**src/rtl/core/xfve_pkg.sv**
```systemverilog
// Package for the XOR float value encoder.
// Field widths, header codes and the shared result and window types.
// No dependencies.
package xfve_pkg;

   localparam int WORD_BITS           = 64;
   localparam int LEAD_FIELD_BITS     = 5;
   localparam int LEN_FIELD_BITS      = 6;
   localparam int DEF_MAX_LEAD_ZEROS  = 31;
   localparam int HDR_BITS            = 2 + LEAD_FIELD_BITS + LEN_FIELD_BITS;
   localparam int HDR_LEN_BITS        = 4;
   localparam int PLEN_BITS           = 7;

   // header codes, right-aligned
   localparam logic [HDR_BITS-1:0]     HDR_UNCHANGED     = '0;
   localparam logic [HDR_LEN_BITS-1:0] HDR_UNCHANGED_LEN = 4'd1;
   localparam logic [HDR_BITS-1:0]     HDR_REUSE         = 13'd3;
   localparam logic [HDR_LEN_BITS-1:0] HDR_REUSE_LEN     = 4'd2;
   localparam logic [1:0]              HDR_NEW_PREFIX    = 2'b10;
   localparam logic [HDR_LEN_BITS-1:0] HDR_NEW_LEN       = 4'(HDR_BITS);

   typedef struct packed {
      logic [HDR_BITS-1:0]     header_bits;
      logic [HDR_LEN_BITS-1:0] header_length;
      logic [WORD_BITS-1:0]    payload;
      logic [PLEN_BITS-1:0]    payload_length;
   } result_type;

   typedef struct packed {
      logic [LEAD_FIELD_BITS-1:0] lead;
      logic [LEN_FIELD_BITS-1:0]  trail;
   } window_type;

endpackage

```
**src/rtl/core/xfve_encode.sv**
```systemverilog
// Combinational encode step: XOR with previous value, zero counts,
// form selection, block extraction and next window. Uses xfve_pkg.
module xfve_encode import xfve_pkg::*; #(
   parameter int MAX_LEAD_ZEROS = DEF_MAX_LEAD_ZEROS
) (
   input  logic [WORD_BITS-1:0] sample,
   input  logic                 start_req,
   input  logic [WORD_BITS-1:0] prev_sample,
   input  window_type           window,
   output result_type           result,
   output window_type           window_next
);

   function automatic logic [PLEN_BITS-1:0] count_lead(input logic [WORD_BITS-1:0] x);
      logic [WORD_BITS-1:0] v;
      logic [PLEN_BITS-1:0] n;
      v = x;
      n = '0;
      if (v[63:32] == '0) begin n = n + 7'd32; v = {v[31:0], 32'b0}; end
      if (v[63:48] == '0) begin n = n + 7'd16; v = {v[47:0], 16'b0}; end
      if (v[63:56] == '0) begin n = n + 7'd8;  v = {v[55:0], 8'b0};  end
      if (v[63:60] == '0) begin n = n + 7'd4;  v = {v[59:0], 4'b0};  end
      if (v[63:62] == '0) begin n = n + 7'd2;  v = {v[61:0], 2'b0};  end
      if (!v[63]) begin n = n + 7'd1; v = {v[62:0], 1'b0}; end
      if (!v[63]) begin n = n + 7'd1; end
      return n;
   endfunction

   function automatic logic [WORD_BITS-1:0] bit_reverse(input logic [WORD_BITS-1:0] x);
      logic [WORD_BITS-1:0] r;
      for (int i = 0; i < WORD_BITS; i++) begin
         r[i] = x[WORD_BITS-1-i];
      end
      return r;
   endfunction

   localparam logic [LEAD_FIELD_BITS-1:0] LEAD_CLAMP = LEAD_FIELD_BITS'(MAX_LEAD_ZEROS);

   logic [WORD_BITS-1:0]       eff_prev;
   window_type                 eff_win;
   logic [WORD_BITS-1:0]       diff;
   logic [PLEN_BITS-1:0]       lead_raw;
   logic [PLEN_BITS-1:0]       trail_raw;
   logic [LEAD_FIELD_BITS-1:0] lead;
   logic [LEN_FIELD_BITS-1:0]  trail;
   logic [PLEN_BITS-1:0]       block;
   logic signed [7:0]          prev_block;
   logic [PLEN_BITS-1:0]       prev_len;
   logic                       reuse;
   logic [LEN_FIELD_BITS-1:0]  shift_amt;
   logic [PLEN_BITS-1:0]       keep_len;
   logic [WORD_BITS-1:0]       extracted;
   logic [LEN_FIELD_BITS-1:0]  block_m1;

   always_comb begin
      eff_prev  = start_req ? '0 : prev_sample;
      eff_win   = start_req ? '0 : window;
      diff      = sample ^ eff_prev;
      lead_raw  = count_lead(diff);
      trail_raw = count_lead(bit_reverse(diff));
      lead      = (lead_raw > PLEN_BITS'(LEAD_CLAMP)) ? LEAD_CLAMP
                                                     : lead_raw[LEAD_FIELD_BITS-1:0];
      trail     = trail_raw[LEN_FIELD_BITS-1:0];
      block     = 7'd64 - PLEN_BITS'(lead) - PLEN_BITS'(trail);
      prev_block = 8'sd64 - $signed({3'b0, eff_win.lead}) - $signed({2'b0, eff_win.trail});
      prev_len  = (prev_block < 8'sd0) ? '0 : prev_block[PLEN_BITS-1:0];
      reuse     = (lead >= eff_win.lead) && (trail >= eff_win.trail)
                  && (prev_block < $signed(8'(LEN_FIELD_BITS) + {1'b0, block}));
      shift_amt = reuse ? eff_win.trail : trail;
      keep_len  = reuse ? prev_len : block;
      extracted = (diff >> shift_amt) & ~({WORD_BITS{1'b1}} << keep_len);
      block_m1  = LEN_FIELD_BITS'(block - 7'd1);

      window_next = eff_win;
      if (diff == '0) begin
         result.header_bits    = HDR_UNCHANGED;
         result.header_length  = HDR_UNCHANGED_LEN;
         result.payload        = '0;
         result.payload_length = '0;
      end else if (reuse) begin
         result.header_bits    = HDR_REUSE;
         result.header_length  = HDR_REUSE_LEN;
         result.payload        = extracted;
         result.payload_length = prev_len;
      end else begin
         result.header_bits    = {HDR_NEW_PREFIX, lead, block_m1};
         result.header_length  = HDR_NEW_LEN;
         result.payload        = extracted;
         result.payload_length = block;
         window_next.lead      = lead;
         window_next.trail     = trail;
      end
   end

endmodule

```
**src/rtl/core/xor_float_value_encoder.sv**
```systemverilog
// Top level of the XOR float value encoder: handshake, input and result
// registers, stream state. Uses xfve_pkg and xfve_encode.
//
//  channel | ports                                        | direction
//  req     | req_valid/ready, req_sample, req_start_req   | in
//  rsp     | rsp_valid/ready, rsp_header_bits/_length,    | out
//          | rsp_payload, rsp_payload_length              |
//
// One transaction per clock sustained while rsp_ready holds; rsp valid once the
// accepted req has gone through the input register, then the encode logic into the result register.
// The stream state updates when a transaction leaves the input register.
// Synchronous reset clears valids, previous value and window.
// A stalled rsp holds one result while one more transaction waits in the
// input register; req_ready drops only when both are full.
module xor_float_value_encoder import xfve_pkg::*; #(
   parameter int MAX_LEAD_ZEROS = DEF_MAX_LEAD_ZEROS
) (
   input  logic                    clock,
   input  logic                    reset,
   input  logic                    req_valid,
   output logic                    req_ready,
   input  logic [WORD_BITS-1:0]    req_sample,
   input  logic                    req_start_req,
   output logic                    rsp_valid,
   input  logic                    rsp_ready,
   output logic [HDR_BITS-1:0]     rsp_header_bits,
   output logic [HDR_LEN_BITS-1:0] rsp_header_length,
   output logic [WORD_BITS-1:0]    rsp_payload,
   output logic [PLEN_BITS-1:0]    rsp_payload_length
);

   logic                 s1_valid_ff, s1_valid_in;
   logic [WORD_BITS-1:0] s1_sample_ff;
   logic                 s1_start_ff;
   logic                 rsp_valid_ff, rsp_valid_in;
   result_type           rsp_result_ff;
   logic [WORD_BITS-1:0] prev_sample_ff;
   window_type           window_ff;
   result_type           enc_result;
   window_type           enc_window;
   logic                 out_free;
   logic                 s1_move;
   logic                 req_take;

   xfve_encode #(
      .MAX_LEAD_ZEROS(MAX_LEAD_ZEROS)
   ) u_encode (
      .sample      (s1_sample_ff),
      .start_req   (s1_start_ff),
      .prev_sample (prev_sample_ff),
      .window      (window_ff),
      .result      (enc_result),
      .window_next (enc_window)
   );

   always_comb begin
      out_free     = !rsp_valid_ff || rsp_ready;
      s1_move      = s1_valid_ff && out_free;
      req_ready    = !s1_valid_ff || out_free;
      req_take     = req_valid && req_ready;
      s1_valid_in  = req_take || (s1_valid_ff && !out_free);
      rsp_valid_in = s1_move || (rsp_valid_ff && !rsp_ready);
   end

   always_ff @(posedge clock) begin
      if (reset) begin
         s1_valid_ff    <= 1'b0;
         rsp_valid_ff   <= 1'b0;
         prev_sample_ff <= '0;
         window_ff      <= '0;
      end else begin
         s1_valid_ff  <= s1_valid_in;
         rsp_valid_ff <= rsp_valid_in;
         if (s1_move) begin
            prev_sample_ff <= s1_sample_ff;
            window_ff      <= enc_window;
         end
      end
   end

   always_ff @(posedge clock) begin
      if (req_take) begin
         s1_sample_ff <= req_sample;
         s1_start_ff  <= req_start_req;
      end
      if (s1_move) begin
         rsp_result_ff <= enc_result;
      end
   end

   assign rsp_valid          = rsp_valid_ff;
   assign rsp_header_bits    = rsp_result_ff.header_bits;
   assign rsp_header_length  = rsp_result_ff.header_length;
   assign rsp_payload        = rsp_result_ff.payload;
   assign rsp_payload_length = rsp_result_ff.payload_length;

endmodule

```
**config.mk**
```make
export PLATFORM = sky130hd
export DESIGN_NAME = xor_float_value_encoder
export DESIGN_NICKNAME = d
export VERILOG_FILES = /design/src/rtl/core/xfve_pkg.sv /design/src/rtl/core/xfve_encode.sv /design/src/rtl/core/xor_float_value_encoder.sv
export SDC_FILE = /design/constraint.sdc
export NUM_CORES = 1
export LEC_CHECK = 0
export BUFFER_PORTS_ARGS = -buffer_cell sky130_fd_sc_hd__buf_4
export CAP_MARGIN = 20
export CORE_MARGIN = 8
export CORE_UTILIZATION = 56
export DETAILED_ROUTE_END_ITERATION = 10
export PLACE_DENSITY_LB_ADDON = 0.15
export REMOVE_ABC_BUFFERS = 1
export SLEW_MARGIN = 20
export SYNTH_ARGS = -nofsm -noshare
export SYNTH_HDL_FRONTEND = slang
export SYNTH_SLANG_ARGS = --single-unit
```
**constraint.sdc**
```tcl
create_clock -name clock -period 9.5 [get_ports clock]
set_input_delay 0.475 -clock clock [delete_from_list [all_inputs] [get_ports clock]]
set_output_delay 0.475 -clock clock [all_outputs]
set_load 0.02 [all_outputs]
```
Yosys cells after proc, flatten, opt, wreduce, memory -nomap -nowiden --
Index checks and enable logic that the tools add are counted.
Word-level totals: output and inout port bits 90, word-level logic and storage cells 101, flip-flop bits (word level) 230, input port bits 69
Cells by class: shift operators 2, reductions and logical operators 26, muxes and demuxes 35, $add $sub $neg 18, $lt $le $gt $ge 5, bitwise logic cells 3
Operators with widths (count):
- $mux 64 | 13
- $mux 88 | 1
- $and 64x64->64 | 1
- $logic_not 32->1 | 2
- $logic_not 64->1 | 1
- $not 64->64 | 1
- $shl 64x7->64 const A | 1
- $shr 64x6->64 | 1
- $xor 64x64->64 | 1
- $mux 7 | 8
- $mux 6 | 9
- $mux 11 | 3
- $logic_not 16->1 | 2
- $logic_not 8->1 | 2
- $add 7x1->7 const B | 2
- $add 6x1->6 const B | 2
- $add 3x7->8 const A | 1
- $logic_not 4->1 | 2
- $lt 8x1->1 const B | 1
- $lt 8x8->1 | 1
- $sub 7x5->8 const A | 1
- $sub 8x7->8 | 1
- $add 6x5->7 const B | 1
- $add 7x2->7 const B | 1
- other kinds (18) | 30

Logic depth before layout (Yosys ltp) --
Gate-level depths: netlist (run 1).
word-level depth 28, depth in mapped cells 51, gate-level depth less buffers 42

Cells and area by module --
Synthesis (run 1) repeated with hierarchy kept, for this count alone.
Second synthesis, totals: cells, all modules 2135, area, all modules 19170.9 um^2
Modules (own cells, without submodules):
- xfve_encode | area an instance 11105.7 um^2, sequential area each 0.0 um^2, cells an instance 1646, times used 1
- xor_float_value_encoder | area an instance 8065.2 um^2, sequential area each 6135.9 um^2, cells an instance 489, times used 1

Least setup slack after synthesis (run 1) --
No wires, ideal clock.
path type register to register, start point register s1_start_ff, end point register rsp_result_ff (netlist bit rsp_payload[18]), data pin, period minus slack after synthesis 9.740 ns, required time 9.246 ns, setup slack -0.240 ns, path buffers 10, arrival 9.486 ns, setup time 0.254 ns, cell stages (with the launch flop) 44, cell sequence edfxtp_1 -> buf_6 -> buf_6 -> buf_6 -> o311a_1 -> or4b_4 -> or2_1 -> buf_2 -> o21a_1 -> o21ai_1 -> a221o_1 -> clkbuf_1 -> o21ai_0 -> a211oi_1 -> a2111oi_0 -> a2111oi_0 -> ha_1 -> nor4_1 -> [8 not listed] -> ha_1 -> ha_1 -> a21o_1 -> a21o_1 -> a21o_1 -> a21o_1 -> a21oi_1 -> o21ai_1 -> clkbuf_1 -> buf_1 -> clkbuf_1 -> a21boi_1 -> clkbuf_1 -> clkbuf_1 -> nand2_1 -> o211ai_1 -> nand3_1 -> a21o_1
Between the ends: word-level cells in the longest chain between the ends 28, elaborated cells between the ends (all ways) 73, classes of those cells add/sub (17); order compare (5); shift (2); mux (33); bitwise (3); reduce/logical (13)
Ends and longest elaborated chain:
- from (decl) | RTL line xor_float_value_encoder.sv:34 | logic s1_start_ff;
- from (signal assigned) | RTL line xor_float_value_encoder.sv:84 | s1_start_ff <= req_start_req;
- $mux 64 (*) | RTL line xfve_encode.sv:56 | eff_prev = start_req ? '0 : prev_sample;
- $xor 64x64->64 (*) | RTL line xfve_encode.sv:58 | diff = sample ^ eff_prev;
- $logic_not 32->1 | RTL line xfve_encode.sv:19 | if (v[63:32] == '0) begin n = n + 7'd32; v = {v[31:0], 32'b0}; end
- $mux 6 / $mux 64 (equally long branches) | RTL line xfve_encode.sv:19
- $add 6x5->7 / $logic_not 16->1 (equally long branches) | RTL line xfve_encode.sv:20 | if (v[63:48] == '0) begin n = n + 7'd16; v = {v[47:0], 16'b0}; end
- $mux 7 / $mux 64 (equally long branches) | RTL line xfve_encode.sv:20
- $add 7x4->7 / $logic_not 8->1 (equally long branches) | RTL line xfve_encode.sv:21 | if (v[63:56] == '0) begin n = n + 7'd8; v = {v[55:0], 8'b0}; end
- $mux 7 / $mux 64 (equally long branches) | RTL line xfve_encode.sv:21
- [10 not listed]
- via u_encode.lead[1] | RTL line xfve_encode.sv:44 | logic [LEAD_FIELD_BITS-1:0] lead;
- [2 not listed]
- $add 3x7->8 | RTL line xfve_encode.sv:68 | && (prev_block < $signed(8'(LEN_FIELD_BITS) + {1'b0, block}));
- $lt 8x8->1 | RTL line xfve_encode.sv:68
- $logic_and 1x1->1 | RTL line xfve_encode.sv:68
- $mux 7 | RTL line xfve_encode.sv:70 | keep_len = reuse ? prev_len : block;
- $shl 64x7->64 | RTL line xfve_encode.sv:71 | extracted = (diff >> shift_amt) & ~({WORD_BITS{1'b1}} << keep_len);
- $not 64->64 | RTL line xfve_encode.sv:71
- $and 64x64->64 (*) | RTL line xfve_encode.sv:71
- $mux 88 (*) | RTL line xfve_encode.sv:80 | end else if (reuse) begin
- to (signal assigned) | RTL line xor_float_value_encoder.sv:87 | rsp_result_ff <= enc_result;
- to (decl) | RTL line xor_float_value_encoder.sv:36 | result_type rsp_result_ff;
The timed path passes the listed nets; every way through them passes the cells marked *. A chain may end at the register's enable or synchronous reset.

Worst setup path after layout (run 1) --
start point register s1_start_ff, end point register rsp_result_ff (netlist bit rsp_payload[2]), data pin
Between the ends: word-level cells in the longest chain between the ends 28, elaborated cells between the ends (all ways) 73, classes of those cells add/sub (17); order compare (5); shift (2); mux (33); bitwise (3); reduce/logical (13)
Ends and longest elaborated chain (RTL line):
- $mux 64 | xfve_encode.sv:56
- $xor 64x64->64 | xfve_encode.sv:58
- $logic_not 32->1 | xfve_encode.sv:19
- $mux 6 / $mux 64 (equally long branches) | xfve_encode.sv:19
- $add 6x5->7 / $logic_not 16->1 (equally long branches) | xfve_encode.sv:20
- $mux 7 / $mux 64 (equally long branches) | xfve_encode.sv:20
- $add 7x4->7 / $logic_not 8->1 (equally long branches) | xfve_encode.sv:21
- $mux 7 / $mux 64 (equally long branches) | xfve_encode.sv:21
- [12 not listed]
- $add 3x7->8 | xfve_encode.sv:68
- $lt 8x8->1 | xfve_encode.sv:68
- $logic_and 1x1->1 | xfve_encode.sv:68
- $mux 7 | xfve_encode.sv:70
- $shl 64x7->64 | xfve_encode.sv:71
- $not 64->64 | xfve_encode.sv:71
- $and 64x64->64 | xfve_encode.sv:71
- $mux 88 | xfve_encode.sv:80
Parallel ways exist; a longest one is shown, timed or not.

==> qor.yml, run 1 <==
floorplan:
  dieArea_sq_um: 42370
  initial_core_util_pct: 56.74
  io_pins: 159
  die_h_um: 205.8
  fp.dieW_um: 205.8
  core_sq_um: 35570
  rows: 69
finish:
  area_growth_pct: 40.69
  multi_input_area_sq_um: 14140
  drive_gt1_share_pct: 37.26
  seq_area_sq_um: 6046
  antenna_cells: 0
  final_core_util_pct: 79.83
  fin_area_sq_um: 28390
  finalNetCount: 3180
  fill_cells: 2299
timing:
  fmax_mhz: 102.3
  timing.final.ws_setup_ns: -0.2712
  slew_viol_final: 0
  min_period_over_period_pct: 102.9
  setup_viol: 24
  hold_viol: 0
  relSlewSlack_pct: 20.98
  fin_crit_ns: 9.771
  hold_slack_ns: 0.09120
  worst_pin_slew_ns: 1.177
  finClkSkew_ns: 0.01736
clocking:
  clock-root-buffer: "clkbuf_16"
  path_clk_slew_ns: 0.06
  cts_made_buffers: 25
  tritoncts: "yes"
  clockBufferDepth: 3
  h-tree-depth: 1
  cts_sinks: 227
  clock_latency_ns: 0.56
global_routing:
  grt_overflow: 0
  grt_use_total_pct: 39.08
  antenna_found_initial: 2
  grt_pass1_vias: 22560
  grt_max_degree: 82
  grt_pass1_wl_um: 129500
worst_setup_path:
  r2r_setup_slack_ns: -0.27
  required_ns: 9.80
  cp_num_buf_inv: 10
  timing.rr.end: "rsp_payload[2]"
  critPathKind: "reg -> reg"
  cp_slowest_cell: "fa_2"
  critPathTopFamily: "compound AO/OA/AOI/OAI gates"
  critPathArrivalTime_ns: 10.07
  slowest_delay_ns: 0.60
  start_kind: "flop"
  worstSetupEndpointType: "flop"
  critPathMaxFanout: 14
  rr_startpoint: "s1_start_ff"
  reg2reg_depth: 41
logic_synthesis:
  syn_area_per_cell_sq_um: 8.382
  yosysTopAreaCellShare_pct: 22.32
  synth-async-reset-ratio_pct: 0
  synth_cell_types: 115
  ys_ff_latch: 227
  ys_top_cells_by_area: "edfxtp_1 22%, mux2i_1 8.6%, dfxtp_1 7.6%"
  ys.flop_type: "edfxtp_1"
  synth_seq_area_share_pct: 29.95
  synth_area_leader_cell: "edfxtp_1"
  syn_area_sq_um: 20180
  synth-edff-count: 150
  syn_inst: 2408
  ys.warnings.count: 0
hold_path:
  min_path_type: "in -> reg"
  min_path_cells: 1
  worstHoldStart: "req_sample[3]"
  hold_path_end: "s1_sample_ff[3]"
drt:
  dr.pass1.iters: 6
  vias: 23630
  drc: 0
  routed_wl_um: 90870
  wire_per_inst_um: 25.63
  drt_iter0_drc: 2635
  viasPerCell: 6.666
  antenna_left: 0
pwr:
  peakVddDrop_mv: 0.2660
  p_leak_uw: 0.01207
  powerDensity_nw_per_um2: 191.5
  p_total_uw: 5438
placement:
  postPlaceCellArea_sq_um: 25980
  dp_hpwl_um: 65690
  gp_congestion: 1.108
  pre_cts_slack_ns: -0.8186
  portBuffers: 157
outcome:
  violations: "negative setup slack"
  status: "finished with violations"
run:
  cap_violations: 0
==> layer usage <==
layer	part of all wire, %	global-route usage [%]	vias to the layer above	routed length (um)
met1	35	44.59	11060	31780
met4	9.4	29.76	4	8580
met3	10	6.691	573	9068
met5	0.026	0	-	24
li1	-	-	10240	-
met2	46	64.89	1754	41410
==> worst reg2reg max path, delay by kind of cell, from the launching register on <==
family | cells | cell delay, ns
compound gates | 11 | 2.31
mux | 5 | 1.57
xor+xnor | 1 | 0.41
buf+inv | 10 | 1.39
fa+ha+maj | 6 | 1.63
simple gates | 8 | 1.87
flops | 1 | 0.34
==> layout by cell type (no fill, tap or decap), types with 28 or more instances in the layout <==
cell type	Yosys	routed
a211oi_1	45	37
buf_4	12	780
xnor2_1	89	86
a21oi_1	192	175
inv_1	43	38
mux2_2	40	32
o21ai_0	87	76
nor3_1	36	33
nand2_1	353	352
nor2b_1	42	41
xor2_1	52	48
edfxtp_1	150	150
mux2i_1	173	136
nand3_1	43	41
dfxtp_1	77	77
clkbuf_16	0	29
or2_2	28	28
ha_1	44	37
nor2_1	194	190
==> worst max-delay path by stage <==
| stage | start | end | slack, ns | depth (start not counted) |
|---|---|---|---|---|
| finish | s1_start_ff | rsp_payload[2] | -0.27 | 41 |
| global placement | s1_start_ff | rsp_payload[2] | -0.73 | 41 |
| detailed placement | s1_start_ff | rsp_payload[2] | -0.82 | 39 |
| global route | s1_start_ff | rsp_payload[2] | -0.40 | 45 |
| CTS | s1_start_ff | rsp_payload[2] | 0.0006 | 46 |
| floorplan | s1_start_ff | rsp_payload[17] | -6.94 | 35 |
==> cell usage after synthesis (33+ instances only) <==
cell type	n
nand2_1	353
nor2_1	194
a21oi_1	192
mux2i_1	173
edfxtp_1	150
clkbuf_1	96
xnor2_1	89
o21ai_0	87
dfxtp_1	77
xor2_1	52
a211oi_1	45
ha_1	44
inv_1	43
nand3_1	43
nor2b_1	42
mux2_2	40
nor3_1	36
o22ai_1	34
buf_1	33
==> stage by stage <==
stage               instances  TNS, ns
floorplan                2212  -532.92
finish                   3545   -1.596
detailed placement       3458   -39.25
CTS                      3518        0
global placement         3458   -33.30
global route             3545   -7.706
==> sequential cells by signal, indices dropped and copies added, names as in the netlist <==
signal              cells
prev_sample_ff         64
rsp_header_bits        11
rsp_header_length       3
rsp_payload            64
rsp_payload_length      7
rsp_valid               1
s1_sample_ff           64
s1_start_ff             1
s1_valid_ff             1
window_ff              11
==> final cells by class <==
| type | instances | share of cell area, % |
|---|---|---|
| Multi-Input combinational cell | 1939 | 49.78 |
| Timing Repair Buffer | 826 | 23.50 |
| Sequential cell | 227 | 21.29 |
| Clock buffer | 36 | 2.565 |
| Tap cell | 461 | 2.031 |
| Inverter | 46 | 0.6257 |
| Clock inverter | 10 | 0.2071 |
==> timing repair <==
item	4_1_cts	5_1_grt
cloned	3	3
hold buffers	0	0
gates resized for setup	68	175
pin swaps	15	47
setup endpoints to repair	64	66
buffers inserted	11	25
==> logic make-up (layout without fill, tap and decap cells) <==
group,Yosys count,count (layout),synth area share [%]
XOR/XNOR,144,144,6.416
adder cells (fa/ha/maj),46,46,2.926
other,1,1,0.01858
flip-flops,227,227,29.95
AO/OA/AOI/OAI,654,654,22.36
buffers and inverters,242,918,5.778
AND/OR/NAND/NOR,872,872,20.87
multiplexers,222,222,11.67
==> where the power goes <==
part	total (uW)	internal, uW	switching, uW	leakage, uW
clock	953	533	420	0.000390
sequential	1280	1220	56.4	0.00206
combinational	3200	1420	1780	0.00962
total	5440	3180	2260	0.0121
Note: power is estimated with default switching activity, not from simulation.
==> run 2, diff against run 1 <==
- ABC_AREA: unset -> 1
- CORE_UTILIZATION: 56 -> 55
==> run 2 against run 1 <==
Net effect: the run now ends clean; global-route usage down 6.2 points; first-iteration DRC count down 10%; via count down 23%; non-clock buffer count down 537; register-to-register slack better by 0.61 ns; clock-buffer cell count down 10; flip-flop and latch count unchanged; die area down 16%; combinational power up 37%; synthesized cell count down 0.37%; critical path type unchanged.
==> qor.yml, run 2 <==
logic_synthesis:
  ys.warnings.count: 0  # unchanged
  synth-edff-count: 150  # unchanged
  syn_area_per_cell_sq_um: 6.853  # was 8.382 sq um
  synth_cell_types: 51  # was 115
  ys.flop_type: "edfxtp_1"  # unchanged
  synth_most_common_cell: "nand2_1"  # unchanged
  yosysTopAreaCellShare_pct: 27.40  # was 22.32%
  synth-async-reset-ratio_pct: 0  # unchanged
  synth_area_leader_cell: "edfxtp_1"  # unchanged
  synth_seq_area_share_pct: 36.78  # was 29.95%
  ys_top_cells_by_area: "edfxtp_1 27%, nand3_1 16%, nand2_1 14%"  # was edfxtp_1 22%, mux2i_1 8.6%, dfxtp_1 7.6%
  syn_area_sq_um: 16440  # was 20180 sq um
  synth_commonest_cells: "620 x nand2_1, 519 x nand3_1, 196 x inv_1, 192 x nor2_1, 152 x a21oi_1"  # was 353 x nand2_1, 194 x nor2_1, 192 x a21oi_1, 173 x mux2i_1, 150 x edfxtp_1
  syn_inst: 2399  # was 2408
  ys_ff_latch: 227  # unchanged
timing:
  fmax_mhz: 109.1  # was 102.3 MHz
  worst_pin_slew_ns: 0.9013  # was 1.177 ns
  slew_viol_final: 0  # unchanged
  hold_slack_ns: 0.1002  # was 0.09120 ns
  relSlewSlack_pct: 39.92  # was 20.98%
  setup_viol: 0  # was 24
  fin_crit_ns: 9.166  # was 9.771 ns
  finClkSkew_ns: 0.01755  # was 0.01736 ns
  rsz0062_at_grt: "yes"
  min_period_over_period_pct: 96.48  # was 102.9%
  hold_viol: 0  # unchanged
  finalSetupTns_ns: 0  # was -1.596 ns
floorplan:
  io_pins: 159  # unchanged
  core_sq_um: 29560  # was 35570 sq um
  rows: 63  # was 69
  die_h_um: 188.9  # was 205.8 um
  fp.dieW_um: 188.9  # was 205.8 um
  dieArea_sq_um: 35680  # was 42370 sq um
  initial_core_util_pct: 55.61  # was 56.74%
clocking:
  cts_made_buffers: 24  # was 25
  tritoncts: "yes"  # unchanged
  clock-root-buffer: "clkbuf_16"  # unchanged
  h-tree-depth: 1  # unchanged
  clock_latency_ns: 0.55  # was 0.56 ns
  cts_sinks: 227  # unchanged
  clockBufferDepth: 3  # unchanged
  path_clk_slew_ns: 0.06  # about the same
pwr:
  power.net_switching_uw: 3377  # was 2261 uW
  p_sw_share_pct: 49.95  # was 41.58%
  powerDensity_nw_per_um2: 337.4  # was 191.5 nW/um^2
  p_leak_uw: 0.009297  # was 0.01207 uW
  comb_power_share_pct: 64.7  # was 58.9%
  power.internal_uw: 3384  # was 3176 uW
  power.share.sequential_pct: 21.4  # was 23.6%
  peakVddDrop_mv: 0.2616  # was 0.2660 mV
  pwr-share-clk_pct: 13.9  # was 17.5%
placement:
  gp_congestion: 1.045  # was 1.108
  dp_hpwl_um: 45550  # was 65690 um
  postPlaceCellArea_sq_um: 18430  # was 25980 sq um
  dp_cells: 2913  # was 3458
  portBuffers: 157  # unchanged
worst_setup_path:
  critPathKind: "reg -> reg"  # unchanged
  critPathMaxFanout: 32  # was 14
  timing.rr.end: "rsp_payload[6]"  # was rsp_payload[2]
  worstSetupEndpointType: "flop"  # unchanged
  rr_startpoint: "s1_start_ff"  # unchanged
  r2r_setup_slack_ns: 0.33  # was -0.27 ns
  critPathArrivalTime_ns: 9.45  # was 10.07 ns
  start_kind: "flop"  # unchanged
  required_ns: 9.78  # was 9.80 ns
  slowest_delay_ns: 0.48  # was 0.60 ns
  cp_slowest_cell: "nor4_4"  # was fa_2
  cp_num_buf_inv: 14  # was 10
  reg2reg_depth: 54  # was 41
  critPathTopFamily: "simple AND/OR/NAND/NOR gates"  # was compound AO/OA/AOI/OAI gates
  crit_path_frequent_cell: "nand2_1"
global_routing:
  grt_use_total_pct: 32.93  # was 39.08%
  grt_pass1_vias: 16610  # was 22560
  antenna_found_initial: 0  # was 2
  grt_pass1_wl_um: 94000  # was 129500 um
  grt_overflow: 0  # unchanged
  grt_max_degree: 95  # was 82
drt:
  wire_per_inst_um: 21.51  # was 25.63 um
  drt_iter0_drc: 2370  # was 2635
  antenna_left: 0  # unchanged
  viasPerCell: 6.093  # was 6.666
  routed_wl_um: 64350  # was 90870 um
  dr.pass1.iters: 6  # unchanged
  drc: 0  # unchanged
  vias: 18230  # was 23630
hold_path:
  worstHoldStart: "req_sample[9]"  # was req_sample[3]
  min_path_type: "in -> reg"  # unchanged
  min_path_cells: 1  # unchanged
  hold_path_end: "s1_sample_ff[9]"  # was s1_sample_ff[3]
finish:
  layout_commonest_cell: "nand2_1"  # was buf_4
  drive_gt1_share_pct: 16.76  # was 37.26%
  mostFrequentLayoutCells: "612 x nand2_1, 514 x nand3_1, 249 x buf_4"  # was 780 x buf_4, 352 x nand2_1, 190 x nor2_1
  area_growth_pct: 21.87  # was 40.69%
  fin_area_sq_um: 20040  # was 28390 sq um
  finalNetCount: 2699  # was 3180
  antenna_cells: 0  # unchanged
  stdcell_count: 2992  # was 3545
run:
  cap_violations: 0  # unchanged
outcome:
  status: "finished, final reports clean"  # was finished with violations
run 2: cell types whose count changed after synthesis, sizes merged, moves of 31 or more:
| cell | previous run | this run |
|---|---|---|
| clkbuf | 98 | 66 |
| a21oi | 192 | 153 |
| mux2i | 176 | 0 |
| a211oi | 45 | 5 |
| o22ai | 35 | 1 |
| mux2 | 41 | 0 |
| a221oi | 31 | 0 |
| xnor2 | 90 | 4 |
| nor2b | 42 | 1 |
| nand2 | 354 | 627 |
| inv | 45 | 215 |
| nand3 | 43 | 521 |
run 2: kinds of logic after synthesis:
kind of cell               synth area share, %
buffers and inverters                    9.224
and+or+nand+nor                          37.20
adders and majority gates                3.592
DFF                                      36.78
xor gates and xnor gates                 2.397
other                                  0.02281
AOI/OAI and AO/OA                        10.78
run 2: how the worst max path moves through the flow:
stage           startpoint               to  slack [ns]  cells after the start
2_1_floorplan  s1_start_ff   rsp_payload[0]       -5.37                     46
3_3_place_gp   s1_start_ff  rsp_payload[23]       -0.25                     53
3_5_place_dp   s1_start_ff  rsp_payload[23]       -0.51                     55
4_1_cts        s1_start_ff  rsp_payload[23]       0.007                     55
5_1_grt        s1_start_ff  rsp_payload[56]       -0.19                     53
6_report       s1_start_ff   rsp_payload[6]        0.33                     54
run 2: final cells by class:
type	instances	area, sq um
clock inverter	18	151.4
timing repair buffer	289	2651
clock buffer	26	629.4
sequential	227	6046
fill	2486	9524
tap	390	488.0
inverter	221	850.8
timing repair inverter	2	10.01
multi-input combinational	1819	9209
run 2: worst register-to-register path: cells and delay by family (launching register included):
kind | cells | cell delay, ns
flops | 1 | 0.47
xor+xnor | 2 | 0.40
compound gates | 10 | 1.36
simple gates | 24 | 3.45
buf+inv | 14 | 2.08
fa+ha+maj | 4 | 1.14
run 2: through the flow:
| step | total power [uW] | setup slack (ns) | util (%) |
|---|---|---|---|
| 2_1_floorplan | 3915 | -5.366 | - |
| 3_3_place_gp | 5307 | -0.2549 | 62.33 |
| 3_5_place_dp | 5389 | -0.5060 | 62.33 |
| 4_1_cts | 6353 | 0.006592 | 65.10 |
| 5_1_grt | 7159 | -0.1931 | 67.78 |
| 6_report | 6761 | 0.3339 | 67.78 |
run 2: metal layers:
metal	vias up	part of all wire, %	global-route usage, %
met4	0	6.0	15.78
li1	8408	-	-
met5	-	0	0
met2	1210	45	53.06
met1	8353	38	42.12
met3	258	10	6.218
run 2: power by group through the flow:
stage	clock [uW]	sequential (uW)	combinational, uW
after floorplan	0	1630	2290
after global placement	0	1460	3850
after detailed placement	0	1470	3920
after CTS	951	1450	3950
after global routing	987	1460	4710
final	942	1450	4370
run 2: timing repair:
| item | 4_1_cts | 5_1_grt |
|---|---|---|
| pin swaps | 1 | 16 |
| resized for setup | 6 | 76 |
| cloned | 0 | 15 |
| buffers inserted | 0 | 20 |
| hold buffers | 0 | 0 |
| endpoints found under the setup margin | 64 | 82 |
